<file path="config.mk">
export PLATFORM = sky130hd
export DESIGN_NAME = ctif_num
export DESIGN_NICKNAME = d
export VERILOG_FILES = /design/src/rtl/core/ctif_pkg.sv /design/src/rtl/core/ctif_num.sv
export SDC_FILE = /design/constraint.sdc
export NUM_CORES = 2
export LEC_CHECK = 0
export BUFFER_PORTS_ARGS = -buffer_cell sky130_fd_sc_hd__buf_2
export CORE_MARGIN = 3
export CORE_UTILIZATION = 57
export CTS_CLUSTER_SIZE = 40
export DETAILED_ROUTE_END_ITERATION = 8
export GPL_TIMING_DRIVEN = 0
export PLACE_DENSITY = 0.74
export SETUP_SLACK_MARGIN = 0.3
export SYNTH_ARGS = -nofsm -noshare
export SYNTH_HDL_FRONTEND = slang
export SYNTH_SLANG_ARGS = --single-unit
</file>
<file path="constraint.sdc">
create_clock -name i_clk -period 11.03 [get_ports i_clk]
set_clock_uncertainty 0.1 [all_clocks]
set_input_delay 0.5515 -clock i_clk [delete_from_list [all_inputs] [get_ports i_clk]]
set_output_delay 0.5515 -clock i_clk [all_outputs]
set_load 0.005 [all_outputs]
</file>
<file path="src/rtl/core/ctif_pkg.sv">
// shared types and constants for the calibration table interpolate/fill core
// no dependencies
`timescale 1ns / 1ps
`default_nettype none

package ctif_pkg;

    localparam int CHANNELS_DEF = 8192;
    localparam int UNITS_DEF    = 2;

    localparam int CODE_W = 16;
    localparam int BASE_W = 14;
    localparam int FMHZ_W = 15;
    localparam int FHZ_W  = 34;

    // divider sized for interpolation numerators; also holds hz plus half a mhz
    localparam int DIV_NW = 35;
    localparam int DIV_DW = 20;

    localparam logic [DIV_NW-1:0] HALF_MHZ = DIV_NW'(500000);

    // (hz + half) / 1e6 = ((hz + half) >> 6) / 15625, the last by reciprocal multiply,
    // exact for every 29-bit operand
    localparam int LK_MW  = DIV_NW - 6;
    localparam int LK_RW  = 30;
    localparam int LK_PW  = LK_MW + LK_RW;
    localparam int LK_RSH = 43;
    localparam logic [LK_RW-1:0] LK_RECIP = LK_RW'(562949954);

    typedef enum logic [1:0] {
        FN_WRITE  = 2'd0,
        FN_FILL   = 2'd1,
        FN_LOOKUP = 2'd2,
        FN_CLEAR  = 2'd3
    } t_func;

    typedef enum logic [3:0] {
        ST_CLEAR,
        ST_IDLE,
        ST_LK_MUL,
        ST_LK_RD,
        ST_LK_DATA,
        ST_SCAN_RD,
        ST_SCAN_CHK,
        ST_PT_GO,
        ST_PT_NUM,
        ST_PT_DIV,
        ST_DONE
    } t_state;

    typedef struct packed {
        logic                     known;
        logic signed [CODE_W-1:0] i_code;
        logic signed [CODE_W-1:0] q_code;
    } t_entry;

endpackage

`default_nettype wire

</file>
<file path="src/rtl/core/ctif_num.sv">
// two-stage numerator pipeline: y1*dx + (y2-y1)*(x-x1) for I and Q
// depends on ctif_pkg
`timescale 1ns / 1ps
`default_nettype none

module ctif_num
    import ctif_pkg::*;
#(
    parameter int IW = 13
) (
    input  wire logic                     i_clk,
    input  wire logic                     i_rst_n,
    input  wire logic                     i_start,
    input  wire logic [IW-1:0]            i_x1,
    input  wire logic [IW-1:0]            i_x2,
    input  wire logic [IW-1:0]            i_x,
    input  wire t_entry                   i_p1,
    input  wire t_entry                   i_p2,
    output logic                          o_done,
    output logic [IW-1:0]                 o_dx,
    output logic                          o_neg_i,
    output logic                          o_neg_q,
    output logic [IW+18:0]                o_mag_i,
    output logic [IW+18:0]                o_mag_q
);

    localparam int PW = IW + 19;

    logic                 r_v1, r_v2;
    logic [IW-1:0]        r_dx;
    logic signed [PW-1:0] r_a_i, r_b_i, r_a_q, r_b_q;
    logic signed [IW:0]   dx_s, dxk;
    logic signed [16:0]   dy_i, dy_q;
    logic signed [PW-1:0] sum_i, sum_q;
    logic                 r_neg_i, r_neg_q;
    logic [PW-1:0]        r_mag_i, r_mag_q;

    assign dx_s  = $signed({1'b0, IW'(i_x2 - i_x1)});
    assign dxk   = $signed({1'b0, i_x}) - $signed({1'b0, i_x1});
    assign dy_i  = 17'(i_p2.i_code) - 17'(i_p1.i_code);
    assign dy_q  = 17'(i_p2.q_code) - 17'(i_p1.q_code);
    assign sum_i = r_a_i + r_b_i;
    assign sum_q = r_a_q + r_b_q;

    always_ff @(posedge i_clk) begin
        if (!i_rst_n) begin
            r_v1 <= 1'b0;
            r_v2 <= 1'b0;
        end else begin
            r_v1 <= i_start;
            r_v2 <= r_v1;
        end
    end

    always_ff @(posedge i_clk) begin
        if (i_start) begin
            r_dx  <= IW'(i_x2 - i_x1);
            r_a_i <= PW'(i_p1.i_code * dx_s);
            r_a_q <= PW'(i_p1.q_code * dx_s);
            r_b_i <= PW'(dy_i * dxk);
            r_b_q <= PW'(dy_q * dxk);
        end
        if (r_v1) begin
            r_neg_i <= sum_i < 0;
            r_neg_q <= sum_q < 0;
            r_mag_i <= (sum_i < 0) ? PW'(-sum_i) : PW'(sum_i);
            r_mag_q <= (sum_q < 0) ? PW'(-sum_q) : PW'(sum_q);
        end
    end

    assign o_done  = r_v2;
    assign o_dx    = r_dx;
    assign o_neg_i = r_neg_i;
    assign o_neg_q = r_neg_q;
    assign o_mag_i = r_mag_i;
    assign o_mag_q = r_mag_q;

endmodule

`default_nettype wire

</file>
==> reports/results.ini <==
[yosys]
synth_fp_nets=6402
yosys.area_share.simple=0.138
synthMuxAreaShare=0.000434
synth_warnings=0
synth_top_family_by_area=adder cells
yosys.area.top_type_share=0.379
synthAdderAreaFrac=0.491
netlist-cell-type-count=80
syn_inst=5007
async_flop_share=0
ys.flop_type=edfxtp_1
synth_area_um2=46100
synth-xor-area-share=0.0577
synth-compound-area-share=0.0775
ys_seq_elements=203
synth_area_leaders=fa_1, edfxtp_1, ha_1
ys_seq_area_frac=0.132
syn_area_per_cell_um2=9.21
synth-edff-count=201
yosys.area.top_type=fa_1

[worst_hold_path]
min_from=i_rst_n
min_to=o_done
hp-class=in2reg
min_path_cells=2

[timing]
fmax_mhz=99.2
finalCriticalPeriod_ns=10.08
finalSetupViolCount=0
rsz0062_at_grt=false
relSlewSlack=-0.0336
hold_violations=0
worst_pin_slew_ns=1.54
post-route-period-util=0.914
fin_setup_tns_ns=0
maxSlewViolCount=9
layout_setup_ws_ns=0.952

[placement]
gp_congestion=0.985
dp_cells=6244
portBuffers=185
dp_hpwl_um=110000
post-place-ws_ns=0.115

[global_route]
grt_pass1_vias=36700
grt_pass1_wl_um=204000
grt_overflow=0
antenna_found_initial=10
grt_usage=0.312
grt_max_degree=72

[clock_tree]
cts_root_buf=clkbuf_16
clkSinkCount=203
path_clk_slew_ns=0.06
clk_latency_ns=0.60
cts_tree=yes
post_cts_resized=0
cts_max_path_buffers=3
htree_num_levels=1
cts_setup_buffers=0
cts_hold_buf=0
numCtsBuffers=26

[detailed_routing]
wl_per_cell_um=20.5
drc=0
routed-via-count=35300
drt_iter0_drc=2538
ant_nets=0
drt_wl_total_um=129000
vias_per_cell=5.61
drt_pass1_iterations=6

[worst_setup_path]
rr_worst_depth=13
end_kind=flip-flop
worstPathRequired_ns=11.24
path_max_fanout=10
cp_common_cell=fa_1
critPathSlowestCell=xor2_1
arrival_ns=10.29
critPathKind=in2reg
critical_path.max_stage_delay_ns=0.72
r2r-start=r_a_q[0]
reg2reg_to=o_mag_q[28]
startpoint_type=primary input
timing.reg2reg.setup_slack_ns=6.45

[cells_and_area]
fill_cells=6626
nets=6617
final_common_cell=inv_1
synthToLayoutAreaGrowth_pct=7.01
fin_cells=6298
layout_common_cells=inv_1, fa_1, nand2_1
regArea_um2=6080
multi_input_area_um2=35300
drive_gt1_frac=0.0527

[job]
maxCapViolCount=1

[status]
outcome=finished, violations left
violations=max-capacitance violations, max-slew violations

[floorplanning]
ioPinCount=188
rows=103
initial_core_util=0.580
core_um2=79500
dieHeight_um=290
dieArea_um2=84300
die_x_um=290

-- final cells by class --
cell class              instances  area share
well taps                    1050      0.0266
multi-input cells            3540       0.716
flip-flops and latches        203       0.123
clock buffers                  31      0.0136
repair buffers                187      0.0200
inverters                    1111      0.0845
clock inverters                16     0.00426
diodes                          7    0.000355
plain buffers                 153      0.0117
-- state kept, by name, indices dropped and copies added, names as in the netlist --
signal and flops:
o_done 1, r_b_q 31, o_mag_q 32, r_a_i 30, o_neg_q 1, o_neg_i 1, r_b_i 31, o_mag_i 32
o_dx 13, r_a_q 30, r_v1 1
-- cell families (layout without fill, tap and decap cells) --
kind of cell               count (synthesis)  in the layout
other                                      0              7
xor gates and xnor gates                 304            304
muxes                                      2              2
adders and majority gates               1287           1287
buffers and inverters                   1264           1498
AOI/OAI and AO/OA                        557            557
DFF                                      203            203
and+or+nand+nor                         1390           1390
-- critical path, delay by kind of cell --
kind                     cells  cell delay (ns)
adder cells (fa/ha/maj)      8             3.65
AO/OA/AOI/OAI               14             3.35
AND/OR/NAND/NOR              6             0.99
XOR/XNOR                     2             0.89
buffers and inverters        5             0.88
-- layer usage --
metal / global-route usage / part of all wire / vias to the layer above
met3: 0.0756 / 0.10 / 355
li1: - / - / 15900
met2: 0.467 / 0.43 / 1589
met4: 0.167 / 0.068 / 8
met1: 0.424 / 0.40 / 17400
met5: 0 / 0.00040 / -
-- worst max-delay path by stage --
stage / start / endpoint / slack (ns) / cells after the start
finish: i_x1[1] / r_b_i[29] / 0.95 / 35
global route: i_x[0] / r_b_i[29] / 0.37 / 37
CTS: i_x[0] / r_b_i[29] / 0.62 / 37
detailed placement: i_x[0] / r_b_i[29] / 0.11 / 37
global placement: i_x[0] / r_b_i[29] / 0.1 / 37
floorplan: i_x[0] / r_b_i[29] / 2.31 / 35
-- synthesized netlist by cell type (74+ instances only) --
cell      count
xor2_1       90
o21ai_0      95
nand2_1     548
xnor2_1     214
fa_1        872
and2_1      178
nor2_1      378
inv_1      1108
a21oi_1     161
edfxtp_1    201
a21o_1       74
clkbuf_1    148
ha_1        415
-- metrics by stage --
stage / hold slack (ns) / utilization / area [um^2]
floorplan: 0.435 / - / 46100
global placement: 0.485 / 0.608 / 48400
detailed placement: 0.385 / 0.609 / 48400
CTS: 0.0580 / 0.620 / 49300
global route: 0.0873 / 0.620 / 49300
finish: 0.0917 / 0.621 / 49300
Power is not shown: default switching activity piles up to over one toggle a cycle in this logic, so the estimate is an artifact.
