==> src/rtl/core/ctif_pkg.sv <==
// shared types and constants for the calibration table interpolate/fill core
// no dependencies
`timescale 1ns / 1ps
`default_nettype none

package ctif_pkg;

    localparam int CHANNELS_DEF = 8192;
    localparam int UNITS_DEF    = 2;

    localparam int CODE_W = 16;
    localparam int BASE_W = 14;
    localparam int FMHZ_W = 15;
    localparam int FHZ_W  = 34;

    // divider sized for interpolation numerators; also holds hz plus half a mhz
    localparam int DIV_NW = 35;
    localparam int DIV_DW = 20;

    localparam logic [DIV_NW-1:0] HALF_MHZ = DIV_NW'(500000);

    // (hz + half) / 1e6 = ((hz + half) >> 6) / 15625, the last by reciprocal multiply,
    // exact for every 29-bit operand
    localparam int LK_MW  = DIV_NW - 6;
    localparam int LK_RW  = 30;
    localparam int LK_PW  = LK_MW + LK_RW;
    localparam int LK_RSH = 43;
    localparam logic [LK_RW-1:0] LK_RECIP = LK_RW'(562949954);

    typedef enum logic [1:0] {
        FN_WRITE  = 2'd0,
        FN_FILL   = 2'd1,
        FN_LOOKUP = 2'd2,
        FN_CLEAR  = 2'd3
    } t_func;

    typedef enum logic [3:0] {
        ST_CLEAR,
        ST_IDLE,
        ST_LK_MUL,
        ST_LK_RD,
        ST_LK_DATA,
        ST_SCAN_RD,
        ST_SCAN_CHK,
        ST_PT_GO,
        ST_PT_NUM,
        ST_PT_DIV,
        ST_DONE
    } t_state;

    typedef struct packed {
        logic                     known;
        logic signed [CODE_W-1:0] i_code;
        logic signed [CODE_W-1:0] q_code;
    } t_entry;

endpackage

`default_nettype wire

==> src/rtl/core/ctif_div.sv <==
// restoring unsigned divider, one quotient bit per cycle
// depends on ctif_pkg
`timescale 1ns / 1ps
`default_nettype none

module ctif_div
    import ctif_pkg::*;
(
    input  wire logic              i_clk,
    input  wire logic              i_rst_n,
    input  wire logic              i_start,
    input  wire logic [DIV_NW-1:0] i_dividend,
    input  wire logic [DIV_DW-1:0] i_divisor,
    output logic                   o_done,
    output logic [DIV_NW-1:0]      o_quo
);

    localparam int CW = $clog2(DIV_NW + 1);

    logic [DIV_NW-1:0] r_quo;
    logic [DIV_DW-1:0] r_rem;
    logic [DIV_DW-1:0] r_dvs;
    logic [CW-1:0]     r_cnt;
    logic              r_done;
    logic [DIV_DW:0]   trial;
    logic              fits;

    assign trial = {r_rem, r_quo[DIV_NW-1]};
    assign fits  = trial >= {1'b0, r_dvs};

    always_ff @(posedge i_clk) begin
        if (!i_rst_n) begin
            r_cnt  <= '0;
            r_done <= 1'b0;
        end else begin
            r_done <= 1'b0;
            if (i_start) begin
                r_cnt <= CW'(DIV_NW);
            end else if (r_cnt != '0) begin
                r_cnt <= r_cnt - CW'(1);
                if (r_cnt == CW'(1)) begin
                    r_done <= 1'b1;
                end
            end
        end
    end

    always_ff @(posedge i_clk) begin
        if (i_start) begin
            r_quo <= i_dividend;
            r_rem <= '0;
            r_dvs <= i_divisor;
        end else if (r_cnt != '0) begin
            r_rem <= fits ? DIV_DW'(trial - {1'b0, r_dvs}) : DIV_DW'(trial);
            r_quo <= {r_quo[DIV_NW-2:0], fits};
        end
    end

    assign o_done = r_done;
    assign o_quo  = r_quo;

endmodule

`default_nettype wire

==> config.mk <==
export PLATFORM = sky130hd
export DESIGN_NAME = ctif_div
export DESIGN_NICKNAME = d
export VERILOG_FILES = /design/src/rtl/core/ctif_pkg.sv /design/src/rtl/core/ctif_div.sv
export SDC_FILE = /design/constraint.sdc
export NUM_CORES = 1
export LEC_CHECK = 0
export ABC_AREA = 0
export BUFFER_PORTS_ARGS = -buffer_cell sky130_fd_sc_hd__buf_2
export CAP_MARGIN = 25
export CORE_UTILIZATION = 35
export DETAILED_ROUTE_END_ITERATION = 10
export PLACE_DENSITY = 0.53
export SLEW_MARGIN = 10
export SYNTH_ARGS = -nofsm -noshare
export SYNTH_HDL_FRONTEND = slang
export SYNTH_SLANG_ARGS = --single-unit
==> constraint.sdc <==
create_clock -name i_clk -period 6.94 [get_ports i_clk]
set_clock_uncertainty 0.15 [all_clocks]
set_input_delay 1.735 -clock i_clk [delete_from_list [all_inputs] [get_ports i_clk]]
set_output_delay 1.735 -clock i_clk [all_outputs]
set_load 0.005 [all_outputs]
==> results.json, run 1 <==
{
  "synth_most_common_cell": "edfxtp_1",
  "synth_edf_count": 55,
  "max-cap-violations": 0,
  "num_io_pins": 94,
  "placed_cell_area_mm2": 0.005020,
  "track_usage": 0.1467,
  "cts_root_buf": "clkbuf_16",
  "netlist_top_cells_area": "edfxtp_1, dfxtp_1, mux2_2, ha_1, a211oi_1",
  "synth_area_per_cell_um2": 11.29,
  "insertion_delay_ns": 0.33,
  "finalHoldViolCount": 0,
  "first_pass_iters": 4,
  "synth_area_mm2": 0.004382,
  "p_leak_uw": 0.002349,
  "crit_arrival_ns": 3.09,
  "postLayoutSetupSlackWorst_ns": 3.777,
  "ys.flop_type": "edfxtp_1",
  "cts_tree": "done",
  "core_area_mm2": 0.01211,
  "drive_gt1_frac": 0.3148,
  "status": "completed",
  "dp_slack_ns": 3.575,
  "fin_util": 0.4386,
  "syn2layout_area_growth_pct": 21.25,
  "syn_inst": 388,
  "min_path_type": "reg2reg",
  "synth_top_area_cell": "edfxtp_1",
  "rsz0062_at_grt": "no",
  "cts_setup_buffers": 0,
  "async_reset_ff_frac": 0,
  "reg2reg_slack_ns": 3.78,
  "cts_resized": 0,
  "synth-seq-cells": 82,
  "maxSlewViolCount": 0,
  "die_w_um": 113.9,
  "crit_path_start_kind": "flop",
  "numCtsBuffers": 9,
  "start_util": 0.3618,
  "tightest_slew_ns": 0.9149,
  "via_per_inst": 4.891,
  "synth_top_area_frac": 0.3769,
  "cts_hold_buf": 0,
  "vdd.ir_drop.worst_mv": 0.1216,
  "crit_type": "reg2reg",
  "vias": 3199,
  "finalSetupViolations": 0,
  "rows": 40,
  "grt_pass1_wl_um": 15020,
  "grt_pass1_vias": 3125,
  "finalCritPeriodShare": 0.4558,
  "ys_warn_count": 0,
  "holdWs_ns": 0.3558,
  "gp_congestion": 0.7716,
  "crit_path_end_kind": "flop",
  "drtAntennaViolNets": 0,
  "clk_pin_slew_ns": 0.06,
  "min_to": "r_rem[19]",
  "whs_path_depth": 2,
  "drc": 0,
  "power.density_mw_per_mm2": 374.7,
  "num_antenna_cells": 0,
  "hp-start": "r_rem[19]",
  "htree_num_levels": 3,
  "first_iter_violations": 92,
  "yosysSeqAreaShare": 0.5003,
  "max_freq_mhz": 316.1,
  "syn_nets": 470,
  "dieArea_mm2": 0.01297,
  "clkSinkCount": 82,
  "post_drt_wl_per_cell_um": 13.79,
  "nets": 563,
  "grt_max_degree": 72,
  "cp.required_ns": 6.87,
  "totalWireLength_um": 9017,
  "grt-ovfl-total": 0,
  "ys_types": 48,
  "reg2reg_depth": 9,
  "crit_fanout": 19,
  "r2r-end": "o_quo[0]",
  "cts_buffer_depth": 2,
  "reg2reg_from": "r_dvs[1]",
  "port_buffers": 93,
  "antenna_found_initial": 0,
  "min_period_ns": 3.163,
  "slew_headroom": 0.3901,
  "fin_tns_setup_ns": 0,
  "netlist_top_cells_count": "edfxtp_1, mux2_2, nor2_1",
  "dp_hpwl_um": 6420,
  "fp.dieH_um": 113.9,
  "stdcell_area_mm2": 0.005313
}
cells in the final DEF (no fill, tap or decap), types with 5 or more instances in the layout:
master and count:
mux2_2 35, xnor2_1 8, mux2i_1 12, edfxtp_1 55
xor2_1 7, o21ai_0 11, o21a_1 5, nor2_1 34
ha_1 23, inv_1 27, nand2_1 17, clkbuf_16 10
a21o_1 11, or3_1 5, a21oi_1 15, and2_1 5
a21boi_0 5, buf_2 93, a211oi_1 17, dfxtp_1 27
per-layer routing:
layer | track usage | part of all wire | vias to the layer above
met5 | 0 | 0 | -
met4 | 0.04848 | 0.012 | 0
met3 | 0.03401 | 0.053 | 10
met2 | 0.2228 | 0.45 | 81
met1 | 0.2062 | 0.49 | 1493
li1 | - | - | 1615
where the power goes:
group	leakage [uW]	switching, uW	total, uW	internal, uW
logic	0.00142	434	816	382
clock network	0.000141	189	464	275
registers	0.000785	68.9	710	641
total	0.00235	692	1990	1300
worst max-delay path, stage by stage (launching register included):
cell,delay (ns)
edfxtp_1,0.41
inv_1,0.07
ha_1,0.24
nor2b_4,0.13
o31a_1,0.27
o31a_1,0.32
o211ai_2,0.24
o211ai_2,0.14
a21o_1,0.51
mux2_2,0.42
cells by family after synthesis:
kind of cell / Yosys count / synth area share
multiplexers: 47 / 0.1174
AND/OR/NAND/NOR: 91 / 0.1014
AO/OA/AOI/OAI: 88 / 0.1422
flip-flops: 82 / 0.5003
XOR/XNOR: 15 / 0.02998
buffers and inverters: 41 / 0.03855
adder cells (fa/ha/maj): 24 / 0.07025
state kept, by name, indices dropped and copies added, names as in the netlist:
| name | count |
|---|---|
| r_cnt | 6 |
| o_quo | 35 |
| o_done | 1 |
| r_dvs | 20 |
| r_rem | 20 |
per-stage QoR:
stage                     total power (uW)  instances
final                                 1990        654
after floorplan                       1352        388
after CTS                             2011        654
after detailed placement              1534        638
after global placement                1528        637
after global routing                  2144        654
final cells by class:
cell class	instances	area, um2
Sequential cell	82	2192
Inverter	27	101.3
Clock inverter	3	21.27
Fill cell	1215	6799
Clock buffer	13	271.5
Multi-Input combinational cell	265	2021
Tap cell	168	210.2
Timing Repair Buffer	96	495.5
worst max path at each step:
| stage | startpoint | to | slack, ns |
|---|---|---|---|
| final | r_dvs[1] | o_quo[0] | 3.78 |
| after global routing | r_dvs[8] | r_rem[17] | 3.56 |
| after CTS | r_dvs[1] | o_quo[0] | 3.76 |
| after detailed placement | i_start | o_quo[26] | 3.58 |
| after global placement | i_start | o_quo[27] | 3.58 |
| after floorplan | i_start | o_quo[0] | 3.46 |
Power figures use the tool's default switching activity.
==> inputs of run 2 (changes only) <==
clock period = 3.07 ns   (was 6.94 ns; I/O delays follow)
==> run 2 against run 1 <==
Net effect: largest power group unchanged; cell count is 1.2% higher; critical endpoint is now r_rem[9]; setup slack worse by 3.6 ns; sequential power is 130% higher; utilization is 0.67 points higher; largest cell class unchanged; register-to-register slack worse by 3.6 ns; via count is 2.2% higher; sequential cell count stayed put.
==> results.json, run 2 (same netlist as run 1, synthesis figures left out) <==
{
  "fin_tns_setup_ns": 0,
  "post_drt_wl_per_cell_um": 14.10,
  "nets": 571,
  "crit_arrival_ns": 3.00,
  "crit_path_max_incr_delay_ns": 0.42,
  "reg2reg_slack_ns": 0.18,
  "register_area_mm2": 0.002192,
  "max-cap-violations": 0,
  "reg2reg_depth": 11,
  "cp.required_ns": 3.18,
  "p_leak_uw": 0.002390,
  "crit_chain": "inv_1, ha_1, nor2b_4, o31a_1, o31a_1, o211ai_2, o211ai_2, a21o_4, buf_4, mux2i_1, a211oi_1",
  "hp-start": "r_rem[19]",
  "crit_buf_inv": 2,
  "finalCritPeriodShare": 0.9413,
  "layout_common_cells": "buf_2, edfxtp_1, mux2_2, nor2_1",
  "tightest_slew_ns": 0.4475,
  "cts_setup_buffers": 0,
  "path_delay_family": "compound AO/OA/AOI/OAI gates",
  "crit_path_start_kind": "flop",
  "grt_max_degree": 36,
  "drive_gt1_frac": 0.3340,
  "rows": 40,
  "totalWireLength_um": 9337,
  "final_common_cell": "buf_2",
  "insertion_delay_ns": 0.35,
  "rsz0062_at_grt": "no",
  "antenna_found_initial": 0,
  "syn2layout_area_growth_pct": 23.10,
  "cts_resized": 0,
  "finalSetupViolations": 0,
  "grt_pass1_wl_um": 15290,
  "vdd.ir_drop.worst_mv": 0.5402,
  "core_area_mm2": 0.01211,
  "r2r-end": "r_rem[9]",
  "first_pass_iters": 4,
  "min_period_ns": 2.890,
  "fp.dieH_um": 113.9,
  "numCtsBuffers": 9,
  "dieArea_mm2": 0.01297,
  "cts_tree": "done",
  "reg2reg_from": "r_dvs[1]",
  "die_w_um": 113.9,
  "maxSlewViolCount": 0,
  "num_antenna_cells": 0,
  "num_io_pins": 94,
  "crit_path_end_kind": "flop",
  "crit_path_top_delay_cell": "edfxtp_1",
  "cts_root_buf": "clkbuf_16",
  "crit_fanout": 13,
  "via_per_inst": 4.940,
  "finalHoldViolCount": 0,
  "dp_cells": 646,
  "gp_congestion": 0.8291,
  "first_iter_violations": 115,
  "nFillCells": 1217,
  "drc": 0,
  "status": "completed",
  "cts_buffer_depth": 2,
  "cts_hold_buf": 0,
  "min_path_type": "reg2reg",
  "clk_pin_slew_ns": 0.06,
  "grt_pass1_vias": 3248,
  "port_buffers": 93,
  "final_cells": 662,
  "grt-ovfl-total": 0,
  "clkSinkCount": 82,
  "whs_path_depth": 2,
  "vias": 3270,
  "drtAntennaViolNets": 0,
  "slew_headroom": 0.6989,
  "min_to": "r_rem[19]",
  "multi_input_area_mm2": 0.002031,
  "largest_reg_flops": 35,
  "htree_num_levels": 3,
  "max_freq_mhz": 346.0,
  "start_util": 0.3618,
  "crit_type": "reg2reg",
  "track_usage": 0.1513,
  "dp_hpwl_um": 6917,
  "power.density_mw_per_mm2": 868.4
}
==> run 2: changes by cell type in the layout (fill, tap and decap cells not counted) <==
cell,previous run,this run
buf_8,1,0
clkbuf_1,2,0
clkinv_2,1,0
inv_8,0,2
a21o_1,11,10
bufinv_16,0,1
buf_4,2,11
ha_1,23,22
clkbuf_8,1,0
a21o_4,0,1
clkinv_4,0,2
ha_2,0,1
clkbuf_16,10,9
==> run 2: per-stage QoR <==
| step | hold WS, ns | utilization | total power, uW | worst slack, ns | instance area, um2 |
|---|---|---|---|---|---|
| floorplan | 0.3190 | - | 3056 | 0.2881 | 4382 |
| global route | 0.3850 | 0.4454 | 5006 | 0.004264 | 5394 |
| finish | 0.3498 | 0.4454 | 4684 | 0.1802 | 5394 |
| CTS | 0.3536 | 0.4445 | 4714 | 0.08792 | 5384 |
| detailed placement | 0.3450 | 0.4188 | 3548 | 0.1024 | 5072 |
| global placement | 0.3339 | 0.4188 | 3540 | 0.1984 | 5072 |
==> run 2: worst max-delay path by stage <==
stage                     slack [ns]  cells past startpoint     start         to
after floorplan                 0.29                     11  r_dvs[1]   o_quo[0]
after global placement          0.20                     11  r_dvs[1]  r_rem[13]
after detailed placement        0.10                     11  r_dvs[1]   r_rem[5]
after CTS                       0.09                     11  r_dvs[1]   r_rem[5]
after global routing           0.004                     11  r_dvs[6]   r_rem[9]
final                           0.18                     11  r_dvs[1]   r_rem[9]
==> run 2: routing by layer <==
layer / part of all wire / GRT usage
met1: 0.47 / 0.1931
met5: 0 / 0
met4: 0.016 / 0.04416
met2: 0.45 / 0.2394
met3: 0.063 / 0.05685
==> run 2: worst register-to-register path, cell delays in order, from the launching register on <==
cell	delay [ns]
edfxtp_1	0.42
inv_1	0.08
ha_1	0.23
nor2b_4	0.13
o31a_1	0.26
o31a_1	0.31
o211ai_2	0.22
o211ai_2	0.16
a21o_4	0.27
buf_4	0.21
mux2i_1	0.14
a211oi_1	0.22
==> run 2: cell type report <==
| class | count | share of cell area |
|---|---|---|
| clock buffers | 9 | 0.04175 |
| clock inverters | 7 | 0.01601 |
| inverters | 27 | 0.01879 |
| multi-input cells | 265 | 0.3765 |
| flip-flops and latches | 82 | 0.4064 |
| well taps | 168 | 0.03897 |
| repair buffers | 104 | 0.1016 |
==> run 2: power breakdown <==
group          internal (uW)  leakage [uW]  switching, uW
Combinational            922       0.00146           1020
Clock                    647      0.000150            488
Sequential              1450      0.000785            156
Total                   3020       0.00239           1670
